===== src/hw/rtl/cre_pkg.sv =====
// ----------------------------------------------------------------------------
// cre_pkg: shared types and constants of the competition rank engine
// Sizes, key and counter types, controller states and the command/status
// structs that run between the controller and the datapath.
// ----------------------------------------------------------------------------
package cre_pkg;

  localparam int unsigned CAPACITY = 64;
  localparam int unsigned KEY_BITS = 16;
  localparam int unsigned IDX_BITS = $clog2(CAPACITY);
  localparam int unsigned CNT_BITS = $clog2(CAPACITY + 1);

  typedef logic signed [KEY_BITS-1:0] key_t;
  typedef logic [IDX_BITS-1:0]        idx_t;
  typedef logic [CNT_BITS-1:0]        cnt_t;

  localparam cnt_t CAP_CNT = cnt_t'(CAPACITY);

  typedef enum logic [1:0] {
    ST_LOAD,
    ST_SCAN,
    ST_DRAIN,
    ST_EMIT
  } state_e;

  // controller -> datapath
  typedef struct packed {
    logic load;        // input transfer: store key or flag overflow
    logic scan_start;  // restart inner scan: j and greater count cleared
    logic scan_issue;  // read key j and step j
    logic i_next;      // advance to next record
    logic set_done;    // end of set: clear count, overflow and i
  } cmd_t;

  // datapath -> controller
  typedef struct packed {
    logic j_last;      // j addresses the last stored record
    logic i_last;      // i addresses the last stored record
  } sts_t;

endpackage


===== src/hw/rtl/cre_if.sv =====
// ----------------------------------------------------------------------------
// cre_if: valid/ready channels of the competition rank engine
// One interface for the key input, one for the ranked results.
// ----------------------------------------------------------------------------
interface cre_in_if;
  logic          valid;
  logic          ready;
  cre_pkg::key_t key_value;
  logic          last_item;

  modport source (output valid, output key_value, output last_item, input ready);
  modport sink   (input valid, input key_value, input last_item, output ready);
endinterface

interface cre_out_if;
  logic          valid;
  logic          ready;
  cre_pkg::idx_t position;
  cre_pkg::key_t key_out;
  cre_pkg::cnt_t rank_out;
  logic          overflow;
  logic          last_result;

  modport source (output valid, output position, output key_out, output rank_out,
                  output overflow, output last_result, input ready);
  modport sink   (input valid, input position, input key_out, input rank_out,
                  input overflow, input last_result, output ready);
endinterface


===== src/hw/rtl/cre_ctrl.sv =====
// ----------------------------------------------------------------------------
// cre_ctrl: sequencer of the competition rank engine
// Load phase, then per record a full scan of the key store and one result.
// ----------------------------------------------------------------------------
module cre_ctrl (
  input  logic           clk_i,
  input  logic           rst_ni,
  input  logic           in_valid_i,
  input  logic           in_last_i,
  output logic           in_ready_o,
  output logic           out_valid_o,
  input  logic           out_ready_i,
  input  cre_pkg::sts_t  sts_i,
  output cre_pkg::cmd_t  cmd_o
);

  cre_pkg::state_e state_q, state_d;

  always_ff @(posedge clk_i or negedge rst_ni) begin
    if (!rst_ni) begin
      state_q <= cre_pkg::ST_LOAD;
    end else begin
      state_q <= state_d;
    end
  end

  always_comb begin
    state_d     = state_q;
    cmd_o       = '0;
    in_ready_o  = 1'b0;
    out_valid_o = 1'b0;
    unique case (state_q)
      cre_pkg::ST_LOAD: begin
        in_ready_o = 1'b1;
        if (in_valid_i) begin
          cmd_o.load = 1'b1;
          if (in_last_i) begin
            cmd_o.scan_start = 1'b1;
            state_d          = cre_pkg::ST_SCAN;
          end
        end
      end
      cre_pkg::ST_SCAN: begin
        cmd_o.scan_issue = 1'b1;
        if (sts_i.j_last) begin
          state_d = cre_pkg::ST_DRAIN;
        end
      end
      // last compare result lands in the greater count
      cre_pkg::ST_DRAIN: begin
        state_d = cre_pkg::ST_EMIT;
      end
      cre_pkg::ST_EMIT: begin
        out_valid_o = 1'b1;
        if (out_ready_i) begin
          if (sts_i.i_last) begin
            cmd_o.set_done = 1'b1;
            state_d        = cre_pkg::ST_LOAD;
          end else begin
            cmd_o.i_next     = 1'b1;
            cmd_o.scan_start = 1'b1;
            state_d          = cre_pkg::ST_SCAN;
          end
        end
      end
      default: begin
        state_d = cre_pkg::ST_LOAD;
      end
    endcase
  end

endmodule


===== src/hw/rtl/cre_dp.sv =====
// ----------------------------------------------------------------------------
// cre_dp: datapath of the competition rank engine
// Key store memory (one write, two registered reads), record count, overflow
// flag, record/scan indexes and the greater-key counter.
// ----------------------------------------------------------------------------
module cre_dp (
  input  logic           clk_i,
  input  logic           rst_ni,
  input  cre_pkg::cmd_t  cmd_i,
  input  cre_pkg::key_t  key_i,
  output cre_pkg::sts_t  sts_o,
  output cre_pkg::idx_t  position_o,
  output cre_pkg::key_t  key_o,
  output cre_pkg::cnt_t  rank_o,
  output logic           overflow_o
);

  cre_pkg::key_t mem_q [cre_pkg::CAPACITY];
  cre_pkg::key_t key_a_q, key_b_q;
  cre_pkg::cnt_t count_q, count_d;
  cre_pkg::cnt_t greater_q, greater_d;
  cre_pkg::idx_t i_q, i_d, j_q, j_d;
  cre_pkg::cnt_t last_idx;
  logic          ovf_q, ovf_d;
  logic          cmp_v_q;
  logic          full;

  assign full     = (count_q == cre_pkg::CAP_CNT);
  assign last_idx = cre_pkg::cnt_t'(count_q - 1'b1);

  // key store: write on load, port A reads record i, port B reads scan j
  always_ff @(posedge clk_i) begin
    if (cmd_i.load && !full) begin
      mem_q[count_q[cre_pkg::IDX_BITS-1:0]] <= key_i;
    end
    key_a_q <= mem_q[i_q];
    key_b_q <= mem_q[j_q];
  end

  always_comb begin
    count_d   = count_q;
    ovf_d     = ovf_q;
    i_d       = i_q;
    j_d       = j_q;
    greater_d = greater_q;
    if (cmd_i.load) begin
      if (full) begin
        ovf_d = 1'b1;
      end else begin
        count_d = cre_pkg::cnt_t'(count_q + 1'b1);
      end
    end
    if (cmp_v_q && (key_b_q > key_a_q)) begin
      greater_d = cre_pkg::cnt_t'(greater_q + 1'b1);
    end
    if (cmd_i.scan_issue) begin
      j_d = cre_pkg::idx_t'(j_q + 1'b1);
    end
    if (cmd_i.scan_start) begin
      j_d       = '0;
      greater_d = '0;
    end
    if (cmd_i.i_next) begin
      i_d = cre_pkg::idx_t'(i_q + 1'b1);
    end
    if (cmd_i.set_done) begin
      i_d     = '0;
      count_d = '0;
      ovf_d   = 1'b0;
    end
  end

  always_ff @(posedge clk_i or negedge rst_ni) begin
    if (!rst_ni) begin
      count_q   <= '0;
      ovf_q     <= 1'b0;
      i_q       <= '0;
      j_q       <= '0;
      greater_q <= '0;
      cmp_v_q   <= 1'b0;
    end else begin
      count_q   <= count_d;
      ovf_q     <= ovf_d;
      i_q       <= i_d;
      j_q       <= j_d;
      greater_q <= greater_d;
      cmp_v_q   <= cmd_i.scan_issue;
    end
  end

  assign sts_o.j_last = (cre_pkg::cnt_t'(j_q) == last_idx);
  assign sts_o.i_last = (cre_pkg::cnt_t'(i_q) == last_idx);

  assign position_o = i_q;
  assign key_o      = key_a_q;
  assign rank_o     = cre_pkg::cnt_t'(greater_q + 1'b1);
  assign overflow_o = ovf_q;

  a_count_bound: assert property (@(posedge clk_i) disable iff (!rst_ni)
    count_q <= cre_pkg::CAP_CNT)
    else $error("record count above capacity");

  a_load_store: assert property (@(posedge clk_i) disable iff (!rst_ni)
    cmd_i.load && !full && !cmd_i.set_done |=> count_q == $past(count_q) + 1'b1)
    else $error("stored key not counted");

  a_load_full: assert property (@(posedge clk_i) disable iff (!rst_ni)
    cmd_i.load && full |=> ovf_q && count_q == $past(count_q))
    else $error("dropped key not flagged");

  a_set_done: assert property (@(posedge clk_i) disable iff (!rst_ni)
    cmd_i.set_done |=> count_q == '0 && !ovf_q && i_q == '0)
    else $error("set state not cleared");

  a_scan_in_range: assert property (@(posedge clk_i) disable iff (!rst_ni)
    cmd_i.scan_issue |-> count_q != '0 && cre_pkg::cnt_t'(j_q) < count_q)
    else $error("scan past stored records");

endmodule


===== src/hw/rtl/competition_rank_engine_core.sv =====
// ----------------------------------------------------------------------------
// competition_rank_engine_core: standard competition ranking of a key set
// Keys load in arrival order; on the last one every record is emitted with
// its position, key and rank (one plus the count of strictly greater keys).
// ----------------------------------------------------------------------------
// Use:
//   in_i  : one signed key per transfer; last_item marks the end of a set.
//           Up to CAPACITY keys are kept; extra keys are dropped and the
//           overflow bit of every result of that set is raised.
//   out_o : one result per stored record, in arrival order; last_result is
//           set on the final one. After it the block is ready for a new set.
// Timing:
//   Loading accepts one key per cycle (in_i.ready high, back to back).
//   Ranking scans the whole key store once per record through one read
//   port, then lets the last compare land and emits the result, which
//   waits on out_o.ready. The input is not ready while results are being
//   produced.
// Reset:
//   Asynchronous, active low; clears the record count, the overflow flag
//   and the sequencer. Key store contents are not reset.
// Stall:
//   A result is held stable on out_o until its transfer; the scan of the
//   next record starts only after it.
// ----------------------------------------------------------------------------
module competition_rank_engine_core (
  input  logic       clk_i,
  input  logic       rst_ni,
  cre_in_if.sink     in_i,
  cre_out_if.source  out_o
);

  cre_pkg::cmd_t cmd;
  cre_pkg::sts_t sts;

  // sequencer: load phase, then scan / drain / emit per record
  cre_ctrl u_ctrl (
    .clk_i       (clk_i),
    .rst_ni      (rst_ni),
    .in_valid_i  (in_i.valid),
    .in_last_i   (in_i.last_item),
    .in_ready_o  (in_i.ready),
    .out_valid_o (out_o.valid),
    .out_ready_i (out_o.ready),
    .sts_i       (sts),
    .cmd_o       (cmd)
  );

  // key store and rank counting; result payload comes straight from its
  // registers, so it stays put while out_o is stalled
  cre_dp u_dp (
    .clk_i      (clk_i),
    .rst_ni     (rst_ni),
    .cmd_i      (cmd),
    .key_i      (in_i.key_value),
    .sts_o      (sts),
    .position_o (out_o.position),
    .key_o      (out_o.key_out),
    .rank_o     (out_o.rank_out),
    .overflow_o (out_o.overflow)
  );

  assign out_o.last_result = sts.i_last;

endmodule


===== src/flat_wrapper.sv =====
// flat-port wrapper written by rule: the top's interface ports become plain ports
module competition_rank_engine_core_flat 
  (clk_i, rst_ni, in_i_valid, in_i_key_value, in_i_last_item, in_i_ready, out_o_valid, out_o_position, out_o_key_out, out_o_rank_out, out_o_overflow, out_o_last_result, out_o_ready);
  cre_in_if in_i_i ();
  cre_out_if out_o_i ();
  input  logic clk_i;
  input  logic rst_ni;
  input wire logic [$bits(in_i_i.valid)-1:0] in_i_valid;
  input wire logic [$bits(in_i_i.key_value)-1:0] in_i_key_value;
  input wire logic [$bits(in_i_i.last_item)-1:0] in_i_last_item;
  output wire logic [$bits(in_i_i.ready)-1:0] in_i_ready;
  output wire logic [$bits(out_o_i.valid)-1:0] out_o_valid;
  output wire logic [$bits(out_o_i.position)-1:0] out_o_position;
  output wire logic [$bits(out_o_i.key_out)-1:0] out_o_key_out;
  output wire logic [$bits(out_o_i.rank_out)-1:0] out_o_rank_out;
  output wire logic [$bits(out_o_i.overflow)-1:0] out_o_overflow;
  output wire logic [$bits(out_o_i.last_result)-1:0] out_o_last_result;
  input wire logic [$bits(out_o_i.ready)-1:0] out_o_ready;
  assign in_i_i.valid = in_i_valid;
  assign in_i_i.key_value = in_i_key_value;
  assign in_i_i.last_item = in_i_last_item;
  assign in_i_ready = in_i_i.ready;
  assign out_o_valid = out_o_i.valid;
  assign out_o_position = out_o_i.position;
  assign out_o_key_out = out_o_i.key_out;
  assign out_o_rank_out = out_o_i.rank_out;
  assign out_o_overflow = out_o_i.overflow;
  assign out_o_last_result = out_o_i.last_result;
  assign out_o_i.ready = out_o_ready;
  competition_rank_engine_core u_core (.clk_i(clk_i), .rst_ni(rst_ni), .in_i(in_i_i), .out_o(out_o_i));
endmodule

===== config.mk =====
export PLATFORM = sky130hd
export DESIGN_NAME = competition_rank_engine_core_flat
export DESIGN_NICKNAME = d
export VERILOG_FILES = /design/src/hw/rtl/cre_pkg.sv /design/src/hw/rtl/cre_if.sv /design/src/hw/rtl/cre_ctrl.sv /design/src/hw/rtl/cre_dp.sv /design/src/hw/rtl/competition_rank_engine_core.sv /design/src/flat_wrapper.sv
export SDC_FILE = /design/constraint.sdc
export NUM_CORES = 1
export LEC_CHECK = 0
export BUFFER_PORTS_ARGS = -buffer_cell sky130_fd_sc_hd__clkbuf_2
export CELL_PAD_IN_SITES_DETAIL_PLACEMENT = 1
export CELL_PAD_IN_SITES_GLOBAL_PLACEMENT = 1
export CORE_MARGIN = 2
export CORE_UTILIZATION = 51
export DETAILED_ROUTE_END_ITERATION = 6
export GPL_TIMING_DRIVEN = 0
export HOLD_SLACK_MARGIN = 0.06
export PLACE_DENSITY_LB_ADDON = 0.1
export REMOVE_ABC_BUFFERS = 1
export SYNTH_ARGS = -nofsm -noshare
export SYNTH_HDL_FRONTEND = slang
export SYNTH_SLANG_ARGS = --single-unit

===== constraint.sdc =====
create_clock -name clk_i -period 2.8 [get_ports clk_i]
set_input_delay 0.42 -clock clk_i [delete_from_list [all_inputs] [get_ports clk_i]]
set_output_delay 0.42 -clock clk_i [all_outputs]
set_load 0.05 [all_outputs]

==> results.md <==
- Setup WS post-layout: -0.302 ns
- Fin crit share: 1.11
- Leak: 19.4 nW
- Violated checks: negative setup slack
- Largest net degree at the start of global routing: 65
- DRT Wirelength: 173 mm
- Post-synth EDFFs: 1024
- Seq/Total Area, Yosys: 0.644
- Max-cap viol count: 0
- First-pass GRT wire length: approximately 240 mm
- Worst-Skew Late Latency: around 0.71 ns
- H-tree depth: 3
- Initial antenna violation count: 12
- RSZ-0062 raised after global routing: yes
- Routed Antenna Nets: 0
- Setup violators final: 31
- Post-synthesis cell count: 2247
- Worst setup SP type: flip-flop
- Synthesized cell area: 49900 um2
- GR Util All Layers: 0.348
- Minimum clock period: ~3.1 ns
- Area of the die: roughly 100000 um2
- Vias/cell: between 7 and 8
- 1st-pass router iterations: 6
- Worst reg2reg path depth: 8
- Detailed Route Iter0 Violations: 4649
- Setup crit end kind: primary output
- Launch point of the worst path: u_core.u_dp.count_q[4]
- Reg-to-Reg End: u_core.u_dp.count_q[6]
- Total power: 0.0644 W
- Pwr per Cell Area: ~1100 nW/um2
- Starting Density: 0.516
- Ys flop type: edfxtp_1
- Layout cells sized above 1: 0.505
- FF-to-FF Start: u_core.u_dp.count_q[4]
- Worst EP required: 2.38 ns
- Yosys warnings: 0
- Clk Tree Root Cell: clkbuf_16
- Core area: between 90000 and 100000 um2
- Drc violations: 0
- Final hold vios: 0
- Synth unique cells: 50
- Reg clk slew, reported paths: about 0.070 ns
- Setup TNS: -3.06 ns
- Critical path arrival: 2.68 ns
- Switching Fraction: 0.344
- Total clock sinks: between 1k and 1.5k
- Worst Clk Skew: between 0.03 and 0.04 ns
- Gr ovfl total: 0
- R2R Setup Slk: -0.27 ns
- Mean Syn Cell Area: roughly 22 um2
- Crit Path Category: reg -> out
- Clock Path Buffers: 3
- I/O pin cnt: 54
- Port bufs: 53
- Run status: complete, but fails checks
- Sw Pwr: 0.0222 W
- CTS tree: done
- Worst setup endpoint: out_o_last_result
- Slew Viols, Final: 0
- Layout area overhead: 22.6%
- Worst hold path type: in -> reg
- Peak VDD IR: 0.000697 V
- Worst slew margin: 0.0452
- Core Rows: around 110
- Number of global-route vias before repair: 29.6k
- HPWL Detailed: 88.3 mm
- Total CTS buffers: about 120
- Seq pwr share: 0.299
- Non-filler cells, final: 3907
- # nets final: approximately 2.6k
- Fin util: 0.632
- Width of the die: between 300 and 400 um
- Via count: around 29k
- Int Pwr: roughly 0.042 W
- Crit path max fanout: 2
- Wire per inst: roughly 44 um
- Clock network power share: 0.247
- Cells after DPL: between 3k and 4k
- Routability-driven placement congestion ratio: a little over 0.8
- Combinational share of power: 0.454
- Yosys reg bits: between 1k and 1.5k
- Async set-or-reset flop fraction in the synthesized netlist: 0.0276
- Tightest Pin Transition: 1.43 ns
- Fmax: 322 MHz
- Die Height: 317 um
[cell usage in the layout, fill, tap and decap left out, types with 14 or more instances in the layout]
cell	instances
edfxtp_1	1024
mux4_2	664
clkbuf_16	131
buf_12	95
buf_16	71
buf_4	71
nor2_4	66
clkbuf_2	38
dfxtp_1	32
clkinv_2	28
ha_1	24
inv_1	23
xnor2_1	21
clkinv_1	21
nor2_1	20
nand2_1	15
bufinv_16	15
a21oi_1	14
buf_2	14
[stage by stage]
step           hold WS (ns)  setup slack, ns  instance area, um2
3_3_place_gp          0.540           -14.67               51000
4_1_cts               0.264           -0.308               60200
5_1_grt              0.0981           -0.369               61200
6_report              0.115           -0.302               61200
3_5_place_dp          0.570            -1.01               52700
2_1_floorplan         0.124            -9.04               49100
[registers in the layout, indices dropped and copies added (netlist names)]
name,flops
u_core.u_ctrl.state_q,2
u_core.u_dp.cmp_v_q,1
u_core.u_dp.count_q,7
u_core.u_dp.greater_q,7
u_core.u_dp.j_q,6
u_core.u_dp.key_b_q,16
u_core.u_dp.key_o,16
u_core.u_dp.mem_q,1024
u_core.u_dp.overflow_o,1
u_core.u_dp.position_o,6
[cells by family after synthesis]
kind of cell	count (synthesis)	share of synthesized area
XOR/XNOR	36	0.00631
buffers and inverters	197	0.0179
AND/OR/NAND/NOR	174	0.0166
adder cells (fa/ha/maj)	25	0.00626
multiplexers	676	0.302
flip-flops	1086	0.644
AO/OA/AOI/OAI	53	0.00732
[power by group through the flow]
stage / clock network, W / registers [W] / logic [W]
after detailed placement: 0 / 0.0201 / 0.0224
after global placement: 0 / 0.0212 / 0.0109
after global routing: 0.0166 / 0.0193 / 0.0302
final: 0.0159 / 0.0193 / 0.0292
after floorplan: 0 / 0.0209 / 0.00929
after CTS: 0.0159 / 0.0192 / 0.0275
[layer usage]
layer / global-route usage / vias to the layer above / share of wire
met2: 0.539 / 2172 / 0.47
met1: 0.476 / 15751 / 0.36
met4: 0.145 / 14 / 0.048
li1: - / 10511 / -
met3: 0.0910 / 428 / 0.12
met5: 0 / - / 0.00085
[worst min-delay path by stage]
stage / start / end / slack (ns) / cells past startpoint
after floorplan: rst_ni / u_core.u_ctrl.state_q[0] / 0.12 / 0
after global placement: u_core.u_ctrl.state_q[1] / u_core.u_ctrl.state_q[1] / 0.54 / 1
after detailed placement: rst_ni / u_core.u_dp.greater_q[3] / 0.57 / 1
after CTS: in_i_last_item / u_core.u_dp.greater_q[5] / 0.26 / 5
after global routing: in_i_key_value[6] / u_core.u_dp.mem_q[49][6] / 0.1 / 1
final: in_i_key_value[6] / u_core.u_dp.mem_q[51][6] / 0.11 / 1
[layout make-up]
type                       count  area, um2
antenna                        3       7.51
multi-input combinational    964      17800
fill                        7523      35600
sequential                  1086      32200
timing repair buffer         338       5680
inverter                      25       96.3
clock inverter                78        779
tap                         1276       1600
clock buffer                 137       3120
[critical path: stages (launching register included)]
cell and delay (ns):
dfrtp_2 0.42, or3_4 0.40, or3b_4 0.42, xor2_4 0.18
nand4_4 0.15, nor2_4 0.22, buf_8 0.17
[synth_stat cells, types with 7 or more instances]
library cell,number,area (um2)
a211oi_1,8,60.1
a21oi_1,15,75.1
buf_1,30,113
buf_2,46,230
buf_4,12,90.1
buf_6,7,78.8
clkbuf_1,77,289
dfrtp_1,30,751
dfxtp_1,32,641
edfxtp_1,1024,30700
ha_1,25,313
inv_1,25,93.8
mux2i_1,11,110
mux4_2,664,15000
nand2_1,22,82.6
nand3_1,8,40.0
nor2_1,85,319
nor2_2,9,56.3
nor2b_1,10,62.6
nor3_1,9,45.0
o21ai_0,11,55.1
xnor2_1,24,210
xor2_1,12,105
[repair_timing]
item / 4_1_cts / 5_1_grt
gates cloned: 41 / 14
setup buffers: 140 / 26
hold buffers: 1 / 0
endpoints found under the hold margin: 30 / 0
endpoints found under the setup margin: 1088 / 700
pin swaps: 63 / 10
resized for setup: 106 / 45
No activity file was read; power rests on OpenSTA's default activity.
